## config.mk

```make
export PLATFORM = sky130hd
export DESIGN_NAME = windowed_average_rise_detector
export DESIGN_NICKNAME = d
export VERILOG_FILES = /design/src/hw/rtl/wrd_pkg.sv /design/src/hw/rtl/wrd_channel.sv /design/src/hw/rtl/windowed_average_rise_detector.sv
export SDC_FILE = /design/constraint.sdc
export NUM_CORES = 1
export LEC_CHECK = 0
export BUFFER_PORTS_ARGS = -buffer_cell sky130_fd_sc_hd__buf_2
export CAP_MARGIN = 15
export CORE_UTILIZATION = 58
export DETAILED_ROUTE_END_ITERATION = 10
export MAX_ROUTING_LAYER = met4
export PLACE_DENSITY_LB_ADDON = 0.1
export SLEW_MARGIN = 20
export SYNTH_ARGS = -nofsm -noshare
export SYNTH_HDL_FRONTEND = slang
export SYNTH_SLANG_ARGS = --single-unit
```

## constraint.sdc

```tcl
create_clock -name clk -period 8.17 [get_ports clk]
set_input_delay 0.817 -clock clk [delete_from_list [all_inputs] [get_ports clk]]
set_output_delay 0.817 -clock clk [all_outputs]
set_load 0.01 [all_outputs]
```

## src/hw/rtl/wrd_pkg.sv

```systemverilog
// Shared types and constants for the windowed average rise detector.
`default_nettype none

package wrd_pkg;

    localparam int FIELD_W   = 16;
    localparam int WIN_LEN_W = 5;
    localparam int NUM_W     = 8;
    localparam int CFG_IDX_W = 2;
    localparam int CFG_DATA_W = 8;

    localparam int IN_DATA_W  = 32;
    localparam int OUT_DATA_W = 40;

    localparam logic [WIN_LEN_W-1:0] WIN_LEN_RESET = 5'd5;
    localparam logic [NUM_W-1:0]     NUM_RESET     = 8'd9;

    localparam logic [CFG_IDX_W-1:0] REG_WINDOW_LENGTH  = 2'd0;
    localparam logic [CFG_IDX_W-1:0] REG_RISE_NUMERATOR = 2'd1;

    typedef struct packed {
        logic step;
        logic close;
    } chan_ctrl_t;

endpackage

`default_nettype wire

```

## src/hw/rtl/wrd_channel.sv

```systemverilog
// Per-channel window accumulator with the threshold compare against the previous window.
`default_nettype none

module wrd_channel #(
    parameter int SAMPLE_BITS = 16,
    parameter int SUM_W       = 20
) (
    input  wire                             clk,
    input  wire                             rst_n,
    input  wire wrd_pkg::chan_ctrl_t        ctrl,
    input  wire [SAMPLE_BITS-1:0]           sample,
    input  wire [wrd_pkg::NUM_W-1:0]        numerator,
    output logic                            rise
);
    import wrd_pkg::*;

    logic [SUM_W-1:0]       sum_reg;
    logic [SUM_W-1:0]       sum_next;
    logic [SUM_W-1:0]       prev_reg;
    logic [SUM_W-1:0]       prev_next;
    logic [SUM_W-1:0]       sum_new;
    logic [SUM_W+NUM_W-1:0] lhs;
    logic [SUM_W+NUM_W-1:0] rhs;

    assign sum_new = sum_reg + SUM_W'(sample);

    // Exact form of avg_new > (numerator / 8) * avg_old for equal window lengths.
    assign lhs  = (SUM_W+NUM_W)'({sum_new, 3'b000});
    assign rhs  = (SUM_W+NUM_W)'(numerator) * (SUM_W+NUM_W)'(prev_reg);
    assign rise = lhs > rhs;

    always_comb
    begin
        sum_next  = sum_reg;
        prev_next = prev_reg;
        if (ctrl.step)
        begin
            if (ctrl.close)
            begin
                sum_next  = '0;
                prev_next = sum_new;
            end
            else
            begin
                sum_next = sum_new;
            end
        end
    end

    always_ff @(posedge clk or negedge rst_n)
    begin
        if (!rst_n)
        begin
            sum_reg  <= '0;
            prev_reg <= '0;
        end
        else
        begin
            sum_reg  <= sum_next;
            prev_reg <= prev_next;
        end
    end

endmodule

`default_nettype wire

```

## src/hw/rtl/windowed_average_rise_detector.sv

```systemverilog
// Top level of the windowed average rise detector: input stage, window control, result register.
// One sample pair is taken per beat and a new beat can be accepted every clock cycle unless a
// waiting result stalls the input; each beat passes through an input register and, if it closes a
// window on which at least one channel rose, moves on to the result register when that register is
// free (a waiting result holds the beat in the input register). Both channels sum
// window_length samples (0 counts as 1, values above MAX_WINDOW saturate) and flag a rise when
// 8 * sum exceeds rise_numerator * previous sum; windows without a rise produce no output
// beat. Configuration writes are meant to happen only while the block is idle.
`default_nettype none

module windowed_average_rise_detector #(
    parameter int MAX_WINDOW  = 16,
    parameter int SAMPLE_BITS = 16
) (
    input  wire                                  clk,
    input  wire                                  rst_n,
    input  wire                                  cfg_we,
    input  wire [wrd_pkg::CFG_IDX_W-1:0]         cfg_index,
    input  wire [wrd_pkg::CFG_DATA_W-1:0]        cfg_data,
    input  wire                                  s_tvalid,
    output logic                                 s_tready,
    // [15:0] sample_a, [31:16] sample_b
    input  wire [wrd_pkg::IN_DATA_W-1:0]         s_tdata,
    output logic                                 m_tvalid,
    input  wire                                  m_tready,
    // [0] rise_a, [1] rise_b, [17:2] value_a, [33:18] value_b, [39:34] zero
    output logic [wrd_pkg::OUT_DATA_W-1:0]       m_tdata
);
    import wrd_pkg::*;

    localparam int SUM_W = SAMPLE_BITS + $clog2(MAX_WINDOW);
    localparam int CNT_W = $clog2(MAX_WINDOW + 1);

    logic [WIN_LEN_W-1:0]   win_len_reg;
    logic [NUM_W-1:0]       num_reg;

    logic                   in_valid_reg;
    logic [SAMPLE_BITS-1:0] in_a_reg;
    logic [SAMPLE_BITS-1:0] in_b_reg;

    logic [CNT_W-1:0]       count_reg;
    logic [CNT_W-1:0]       count_next;
    logic [CNT_W-1:0]       count_inc;
    logic [CNT_W-1:0]       eff_window;
    logic                   win_close;

    logic                   out_valid_reg;
    logic                   out_valid_next;
    logic                   out_rise_a_reg;
    logic                   out_rise_b_reg;
    logic [FIELD_W-1:0]     out_a_reg;
    logic [FIELD_W-1:0]     out_b_reg;

    logic                   out_free;
    logic                   advance;
    logic                   out_load;
    logic                   rise_a;
    logic                   rise_b;
    chan_ctrl_t             ctrl;

    // Configuration registers
    always_ff @(posedge clk or negedge rst_n)
    begin
        if (!rst_n)
        begin
            win_len_reg <= WIN_LEN_RESET;
            num_reg     <= NUM_RESET;
        end
        else if (cfg_we)
        begin
            case (cfg_index)
                REG_WINDOW_LENGTH:  win_len_reg <= cfg_data[WIN_LEN_W-1:0];
                REG_RISE_NUMERATOR: num_reg     <= cfg_data[NUM_W-1:0];
                default:            ;
            endcase
        end
    end

    assign out_free = !out_valid_reg || m_tready;
    assign advance  = in_valid_reg && out_free;
    assign s_tready = !in_valid_reg || out_free;

    // Input register
    always_ff @(posedge clk or negedge rst_n)
    begin
        if (!rst_n)
        begin
            in_valid_reg <= 1'b0;
        end
        else if (s_tready)
        begin
            in_valid_reg <= s_tvalid;
        end
    end

    always_ff @(posedge clk)
    begin
        if (s_tready && s_tvalid)
        begin
            in_a_reg <= s_tdata[SAMPLE_BITS-1:0];
            in_b_reg <= s_tdata[FIELD_W+SAMPLE_BITS-1:FIELD_W];
        end
    end

    // Window length as used: zero acts as one, large values clamp to MAX_WINDOW.
    always_comb
    begin
        if (win_len_reg == '0)
            eff_window = CNT_W'(1);
        else if (int'(win_len_reg) > MAX_WINDOW)
            eff_window = CNT_W'(MAX_WINDOW);
        else
            eff_window = CNT_W'(win_len_reg);
    end

    assign count_inc = count_reg + CNT_W'(1);
    assign win_close = count_inc >= eff_window;
    assign ctrl      = '{step: advance, close: win_close};

    always_comb
    begin
        count_next = count_reg;
        if (advance)
            count_next = ctrl.close ? '0 : count_inc;
    end

    always_ff @(posedge clk or negedge rst_n)
    begin
        if (!rst_n)
            count_reg <= '0;
        else
            count_reg <= count_next;
    end

    wrd_channel #(
        .SAMPLE_BITS (SAMPLE_BITS),
        .SUM_W       (SUM_W)
    ) u_chan_a (
        .clk       (clk),
        .rst_n     (rst_n),
        .ctrl      (ctrl),
        .sample    (in_a_reg),
        .numerator (num_reg),
        .rise      (rise_a)
    );

    wrd_channel #(
        .SAMPLE_BITS (SAMPLE_BITS),
        .SUM_W       (SUM_W)
    ) u_chan_b (
        .clk       (clk),
        .rst_n     (rst_n),
        .ctrl      (ctrl),
        .sample    (in_b_reg),
        .numerator (num_reg),
        .rise      (rise_b)
    );

    // Result register
    assign out_load = advance && ctrl.close && (rise_a || rise_b);

    always_comb
    begin
        out_valid_next = out_valid_reg;
        if (out_load)
            out_valid_next = 1'b1;
        else if (m_tready)
            out_valid_next = 1'b0;
    end

    always_ff @(posedge clk or negedge rst_n)
    begin
        if (!rst_n)
            out_valid_reg <= 1'b0;
        else
            out_valid_reg <= out_valid_next;
    end

    always_ff @(posedge clk)
    begin
        if (out_load)
        begin
            out_rise_a_reg <= rise_a;
            out_rise_b_reg <= rise_b;
            out_a_reg      <= FIELD_W'(in_a_reg);
            out_b_reg      <= FIELD_W'(in_b_reg);
        end
    end

    assign m_tvalid = out_valid_reg;
    assign m_tdata  = {6'b000000, out_b_reg, out_a_reg, out_rise_b_reg, out_rise_a_reg};

endmodule

`default_nettype wire

```

Word level (Yosys, flattened, before mapping)
Index checks and enable logic that the tools add are counted.
{ "word_totals": {"ff_bits": 166, "in_bits": 47, "output_inout_bits": 42} }
{ "op_classes": {"eq_ne": 1, "n_lt_le_gt_ge": 4, "multipliers": 2, "mux": 7, "n_reduce_logical": 15, "addsub": 3} }
{ "op_table": {"columns": ["operator", "n"], "rows": [
  ["$gt 23x28->1", 2],
  ["$mul 8x20->28", 2],
  ["$add 20x16->20", 2],
  ["$mux 20", 2],
  ["$mux 5", 3],
  ["$reduce_and 2->1", 3],
  ["$add 5x1->5 const B", 1],
  ["$ge 5x5->1", 1],
  ["$gt 5x5->1 const B", 1],
  ["$logic_not 5->1", 1],
  ["$logic_and 1x1->1", 4],
  ["$logic_or 1x1->1", 3],
  ["$eq 2x1->1 const B", 1],
  ["$logic_not 1->1", 2],
  ["$logic_not 2->1", 1],
  ["$mux 1", 2],
  ["$reduce_bool 2->1", 1]
]} }

Logic depth before layout (Yosys ltp)
Gate-level depths: netlist of the first run.
{ "logic_depth": {"ltp_word": 7, "ltp_mapped": 29, "mapped_depth_nobuf": 28} }

Cells and area by module
From an unflattened synthesis of the first run, not the netlist that was laid out.
{ "unflattened": {"cells_unflattened": 1942, "hier_area_um2": 18909.4} }
{ "modules_own_cells": {"columns": ["module", "cells_per_inst", "instances", "area_each_um2", "seq_area_each_um2"], "rows": [
  ["wrd_channel at u_chan_b", 888, 1, 7977.7, 1001.0],
  ["wrd_channel at u_chan_a", 892, 1, 7856.3, 1001.0],
  ["windowed_average_rise_detector", 162, 1, 3075.4, 2487.4]
]} }

Least setup slack after synthesis of the first run
No wires, ideal clock.
{ "synth_path": {"kind": "register -> register", "startpoint": "register num_reg[3]", "endpoint": "register out_a_reg[0] (enable)", "t_required_ps": 7733, "path_stages_with_launch": 26, "t_arrival_ps": 7546, "setup_ps": 437, "slack_ps": 188, "path_cell_list": "dfstp_2 > clkbuf_1 > and2_1 > fa_1 > fa_1 > fa_1 > fa_1 > ha_1 > a21o_1 > a21o_1 > or3_1 > a21oi_2 > nor2_1 > a21o_1 > a21oi_1 > xor2_1 > ha_1 > nand3_1 > nand2b_1 > nor2_1 > nand4_1 > o211ai_1 > a211oi_2 > nand4_1 > or3_1 > a21oi_1"} }
{ "synth_between": {"elab_chain_cells": 4, "word_cells_on_any_way": 6, "classes_between": "mul: 2; order compare: 2; reduce/logical: 2"} }
{ "synth_rtl": {"columns": ["element", "line", "source"], "rows": [
  ["start, declared", "windowed_average_rise_detector.sv:35", "logic [NUM_W-1:0] num_reg;"],
  ["start signal, assigned", "windowed_average_rise_detector.sv:73", "REG_RISE_NUMERATOR: num_reg <= cfg_data[NUM_W-1:0];"],
  ["$mul 8x20->28", "wrd_channel.sv:29", "assign rhs = (SUM_W+NUM_W)'(numerator) * (SUM_W+NUM_W)'(prev_reg);"],
  ["$gt 23x28->1", "wrd_channel.sv:30", "assign rise = lhs > rhs;"],
  ["$logic_or 1x1->1 *", "windowed_average_rise_detector.sv:160", "assign out_load = advance && ctrl.close && (rise_a || rise_b);"],
  ["$logic_and 1x1->1 *", "windowed_average_rise_detector.sv:160", null],
  ["named net out_load", "windowed_average_rise_detector.sv:56", "logic out_load;"],
  ["end signal, assigned", "windowed_average_rise_detector.sv:185", "out_a_reg <= FIELD_W'(in_a_reg);"],
  ["end, declared", "windowed_average_rise_detector.sv:51", "logic [FIELD_W-1:0] out_a_reg;"]
]} }
Mark *: on every way through the listed nets, which the timed path passes. The rest lies on a longest branch.
A chain may end at the register's enable or synchronous reset.

Worst setup path in the final report of the first run
{ "layout_path": {"startpoint": "register num_reg[5]", "endpoint": "register out_b_reg[15] (enable)"} }
{ "layout_between": {"elab_chain_cells": 4, "word_cells_on_any_way": 6, "classes_between": "mul: 2; order compare: 2; reduce/logical: 2"} }
{ "layout_rtl": {"columns": ["element", "line", "source"], "rows": [
  ["$mul 8x20->28", "wrd_channel.sv:29", null],
  ["$gt 23x28->1", "wrd_channel.sv:30", null],
  ["$logic_or 1x1->1 *", "windowed_average_rise_detector.sv:160", null],
  ["$logic_and 1x1->1 *", "windowed_average_rise_detector.sv:160", null],
  ["named net out_load", "windowed_average_rise_detector.sv:56", null],
  ["end signal, assigned", "windowed_average_rise_detector.sv:186", "out_b_reg <= FIELD_W'(in_b_reg);"],
  ["end, declared", "windowed_average_rise_detector.sv:52", "logic [FIELD_W-1:0] out_b_reg;"]
]} }
Marks and branches as above.

==> results of run 1 <==
==> cells by family after synthesis <==
group	count (synthesis)
multiplexers	50
AO/OA/AOI/OAI	297
flip-flops	166
other	1
adder cells (fa/ha/maj)	392
XOR/XNOR	78
buffers and inverters	345
AND/OR/NAND/NOR	596
==> final cells by class <==
type / count / area (um^2) / share of cell area
Tap cell: 402 / 503 / 0.0250
Sequential cell: 166 / 4490 / 0.223
Inverter: 273 / 1020 / 0.0510
Antenna cell: 2 / 5.00 / 0.000249
Multi-Input combinational cell: 1419 / 12900 / 0.642
Clock inverter: 15 / 185 / 0.00921
Clock buffer: 17 / 425 / 0.0212
Timing Repair Buffer: 98 / 558 / 0.0277
==> per-stage QoR <==
stage	setup WS [ps]	hold WS, ps	area [um^2]	cells
detailed placement	766	443	19500	2358
CTS	734	386	20100	2390
finish	732	380	20100	2392
floorplan	188	433	18700	1930
global placement	954	443	19500	2358
global route	255	408	20100	2391
==> final timing paths <==
path / endpoint / cells past startpoint
min reg2reg: out_b_reg[10] / 0
min: num_reg[5] / 1
min in group clk: out_b_reg[10] / 0
max in group asynchronous: num_reg[1] / 2
max: out_b_reg[15] / 28
max reg2reg: out_b_reg[15] / 28
==> layer usage <==
layer / vias to the layer above / track usage
met2: 364 / 0.479
li1: 6412 / -
met4: 0 / 0.109
met5: - / -
met1: 6765 / 0.360
met3: 100 / 0.0323
==> Yosys cell counts (3+ instances only) <==
cell type	count
a22o_1	20
nor2b_1	8
a211oi_2	4
mux2_1	3
clkbuf_1	56
nand3b_1	3
nand3_1	28
dfrtp_1	96
or3_1	9
a31oi_1	8
buf_1	3
o21ai_1	11
or4_1	3
a21oi_1	76
dfstp_2	4
o31ai_1	7
o21a_1	8
inv_1	273
nand4_1	12
buf_4	8
o21bai_1	12
mux2_2	45
o22ai_1	4
xor2_1	31
nor3_1	19
or2_2	3
nand2b_1	14
and3_1	7
and2_1	235
a211oi_1	9
a21o_1	33
a21oi_2	4
o21ai_0	52
nor2_1	53
o2111ai_1	5
fa_1	218
buf_2	5
ha_1	174
a211o_1	4
xnor2_1	47
o211ai_1	13
edfxtp_1	66
nand2_1	191
==> worst reg2reg max path: cells and delay by family, from the launching register on <==
kind | cells | cell delay [ps]
DFF | 1 | 660
xor gates and xnor gates | 1 | 180
AOI/OAI and AO/OA | 8 | 1730
buffers and inverters | 4 | 620
adders and majority gates | 6 | 2610
and+or+nand+nor | 9 | 1290
==> results.sh, run 1 <==
export IMPL_outcome="completed"
export IMPL_grt_antenna_before_repair=2
export IMPL_die_x_um=182
export IMPL_synth_top_cells_by_area="fa_1 23%, dfrtp_1 13%, ha_1 12%"
export IMPL_setup_violations=0
export IMPL_grt_usage=0.287
export IMPL_die_area_mm2=0.0330
export IMPL_slowest_delay_ps=660
export IMPL_finalCritPeriodShare=0.910
export IMPL_area_growth_pct=7.50
export IMPL_vias=13600
export IMPL_grt_pass1_wl_mm=72.0
export IMPL_post_cts_setup_buffer_count=0
export IMPL_startpoint="num_reg[5]"
export IMPL_synthesis_area_mm2=0.0187
export IMPL_cts_sinks=166
export IMPL_critPathKind="flop to flop"
export IMPL_yosys_most_used_dff="dfrtp_1"
export IMPL_critPathMaxFanout=34
export IMPL_final_common_cell="inv_1"
export IMPL_path_delay_family="adder cells"
export IMPL_r2r_setup_slack_ps=730
export IMPL_fin_util=0.636
export IMPL_synth_top_family_by_area="adder cells"
export IMPL_seq_area_frac_synth=0.240
export IMPL_cts_resized_gates=0
export IMPL_finClkSkew_ps=17.6
export IMPL_slew_headroom=0.420
export IMPL_hold_violations=0
export IMPL_cp_num_buf_inv=4
export IMPL_io_pins=89
export IMPL_synthMuxAreaShare=0.0300
export IMPL_drt_first_pass_iters=5
export IMPL_route_detailed_drc=0
export IMPL_grt_max_degree=65
export IMPL_r2r_start="num_reg[5]"
export IMPL_top_layer="met4"
export IMPL_synth_edff_count=66
export IMPL_crit_path_start_kind="flop"
export IMPL_netlist_instances=1925
export IMPL_cts_tree="built"
export IMPL_critPathRequiredTime_ps=8300
export IMPL_grt_pass1_vias=14100
export IMPL_dr_wl_met3_mm=1.94
export IMPL_synthAdderAreaFrac=0.350
export IMPL_crit_path_top_delay_cell="dfrtp_1"
export IMPL_gp_congestion=0.968
export IMPL_wirelength_mm=43.6
export IMPL_ys_types=73
export IMPL_yosys_area_top_type_share=0.233
export IMPL_tightest_slew_ps=870
export IMPL_synth_async_reset_ratio=0.602
export IMPL_layout_common_cells="273 x inv_1, 235 x and2_1, 218 x fa_1"
export IMPL_clk_pin_slew_ps=80
export IMPL_yosys_warnings=0
export IMPL_fin_crit_ps=7440
export IMPL_drtIter0Drc=666
export IMPL_drive_above_1_share=0.101
export IMPL_cp_end_kind="flop"
export IMPL_synth_avg_cell_area_um2=9.72
export IMPL_cts_max_level=4
export IMPL_die_y_um=182
export IMPL_hold_path_class="input pin to asynchronous set/reset pin"
export IMPL_yosys_register_bits=166
export IMPL_synth_compound_area_frac=0.108
export IMPL_maxCapViolCount=0
export IMPL_finalMaxSlewViolations=0
export IMPL_ctsRootBufferMaster="clkbuf_16"
export IMPL_io_buffers=82
export IMPL_start_util=0.591
export IMPL_cts_buffers=17
export IMPL_vias_per_cell=5.70
export IMPL_drt_met1_wl_mm=18.8
export IMPL_yosysTopAreaCell="fa_1"
export IMPL_tns_ps=0
export IMPL_max_freq_mhz=134
export IMPL_synth_xor_area_share=0.0365
export IMPL_synthSimpleGateAreaFrac=0.165
export IMPL_ant_nets=0
export IMPL_cts_hold_buf=0
export IMPL_wl_per_cell_um=18.2
export IMPL_clk_latency_ps=450
export IMPL_worstPathArrival_ps=7570
export IMPL_dp_hpwl_mm=34.1
export IMPL_wl_met2_mm=21.2
export IMPL_cts_path_max_buffers=2
export IMPL_nets=2414
export IMPL_row_count=65
export IMPL_coreArea_mm2=0.0316
export IMPL_grt_ovfl_total=0
export IMPL_rsz0062_at_grt="false"
export IMPL_cp_common_cell="fa_1"
export IMPL_final_fill_count=2675
Power of run 1 is left out: the tool's default activity adds up to more than one toggle a clock period on the data nets, which glitch-free logic cannot reach.
==> run 2, diff against run 1 <==
Settings changed: CELL_PAD_IN_SITES_DETAIL_PLACEMENT set to 1, CELL_PAD_IN_SITES_GLOBAL_PLACEMENT set to 2, CORE_UTILIZATION 58 to 38, SKIP_CTS_REPAIR_TIMING set to 1.
==> run 2 against run 1 <==
  * Critical path depth fell by 2
  * Worst setup slack got worse by 160 ps
  * Hold slack worse by 62 ps
  * Global-route usage is 6.4 points lower
==> results.sh, run 2 (same netlist as run 1, synthesis figures left out) <==
export IMPL_critPathMaxFanout=34
export IMPL_grt_antenna_before_repair=2
export IMPL_die_x_um=224
export IMPL_final_common_cell="inv_1"
export IMPL_drtIter0Drc=546
export IMPL_cts_sinks=166
export IMPL_finalInstanceArea_mm2=0.0204
export IMPL_ant_nets=0
export IMPL_grt_max_degree=48
export IMPL_grt_ovfl_total=0
export IMPL_slew_headroom=0.409
export IMPL_r2r_setup_slack_ps=570
export IMPL_setup_violations=0
export IMPL_final_fill_count=5489
export IMPL_gp_congestion=0.937
export IMPL_grt_usage=0.223
export IMPL_crit_path_top_delay_cell="dfrtp_1"
export IMPL_critPathKind="flop to flop"
export IMPL_path_delay_family="adder cells"
export IMPL_cts_path_max_buffers=2
export IMPL_rsz0062_at_grt="false"
export IMPL_instances_no_fill=2651
export IMPL_max_freq_mhz=132
export IMPL_cts_max_level=4
export IMPL_ctsRootBufferMaster="clkbuf_16"
export IMPL_coreArea_mm2=0.0481
export IMPL_hold_violations=0
export IMPL_wirelength_mm=50.9
export IMPL_critPathRequiredTime_ps=8320
export IMPL_route_detailed_drc=0
export IMPL_drive_above_1_share=0.103
export IMPL_finClkSkew_ps=16.7
export IMPL_clk_pin_slew_ps=80
export IMPL_cp_end_kind="flop"
export IMPL_cts_buffers=17
export IMPL_r2r_cells=26
export IMPL_grt_pass1_vias=15100
export IMPL_io_buffers=82
export IMPL_grt_pass1_wl_mm=84.1
export IMPL_nets=2421
export IMPL_tightest_slew_ps=886
export IMPL_worstPathArrival_ps=7740
export IMPL_tns_ps=0
export IMPL_antenna_cells=0
export IMPL_die_y_um=224
export IMPL_start_util=0.389
export IMPL_finalCritPeriodShare=0.930
export IMPL_cp_common_cell="fa_1"
export IMPL_r2r_start="num_reg[6]"
export IMPL_die_area_mm2=0.0501
export IMPL_drt_first_pass_iters=4
export IMPL_maxCapViolCount=0
export IMPL_layout_common_cells="273 x inv_1, 234 x and2_1, 218 x fa_1"
export IMPL_area_growth_pct=9.20
export IMPL_outcome="completed"
export IMPL_vias=13500
export IMPL_place_inst=2619
export IMPL_hold_path_class="input pin to asynchronous set/reset pin"
export IMPL_placed_cell_area_mm2=0.0199
export IMPL_reg2reg_to="out_b_reg[14]"
export IMPL_slowest_delay_ps=820
export IMPL_vias_per_cell=5.09
export IMPL_crit_path_start_kind="flop"
export IMPL_row_count=80
export IMPL_clk_latency_ps=470
export IMPL_io_pins=89
export IMPL_finalMaxSlewViolations=0
export IMPL_cp_num_buf_inv=3
export IMPL_wl_per_cell_um=19.2
export IMPL_fin_crit_ps=7600
export IMPL_cts_tree="built"
export IMPL_dp_hpwl_mm=41.1
run 2: changes by cell type in the layout (fill, tap and decap cells not counted), moves of 2 or more:
cell,previous run,this run
clkinv_1,0,2
diode_2,2,0
clkinv_8,3,1
inv_8,5,2
buf_4,15,22
run 2: how the worst max path moves through the flow:
stage | from | to | slack (ps) | cells after the start
6_report | num_reg[6] | out_b_reg[14] | 570 | 26
4_1_cts | num_reg[6] | out_b_reg[14] | 520 | 26
2_1_floorplan | num_reg[3] | out_a_reg[0] | 190 | 25
3_5_place_dp | num_reg[6] | out_b_reg[14] | 570 | 26
3_3_place_gp | num_reg[2] | out_b_reg[14] | 700 | 27
5_1_grt | num_reg[6] | out_b_reg[14] | 3 | 26
run 2: layout make-up:
cell class,instances,area [um^2],share of cell area
clock buffer,18,439,0.0215
clock inverter,14,121,0.00594
inverter,273,1020,0.0502
multi-input combinational,1419,12900,0.633
sequential,166,4490,0.220
tap,656,821,0.0402
timing repair buffer,105,611,0.0299
run 2: through the flow:
step / hold WS, ps / worst slack [ps] / util
final: 318 / 573 / 0.424
after global routing: 336 / 2.53 / 0.424
after CTS: 302 / 522 / 0.424
after detailed placement: 449 / 572 / 0.413
after global placement: 448 / 700 / 0.413
after floorplan: 433 / 188 / -
run 2: per-layer routing:
metal,wire [um],GRT usage
met1,23800,0.288
met2,25200,0.371
met3,1110,0.0300
met4,771,0.0532
met5,0,-
Power of run 2 is left out for the same reason.
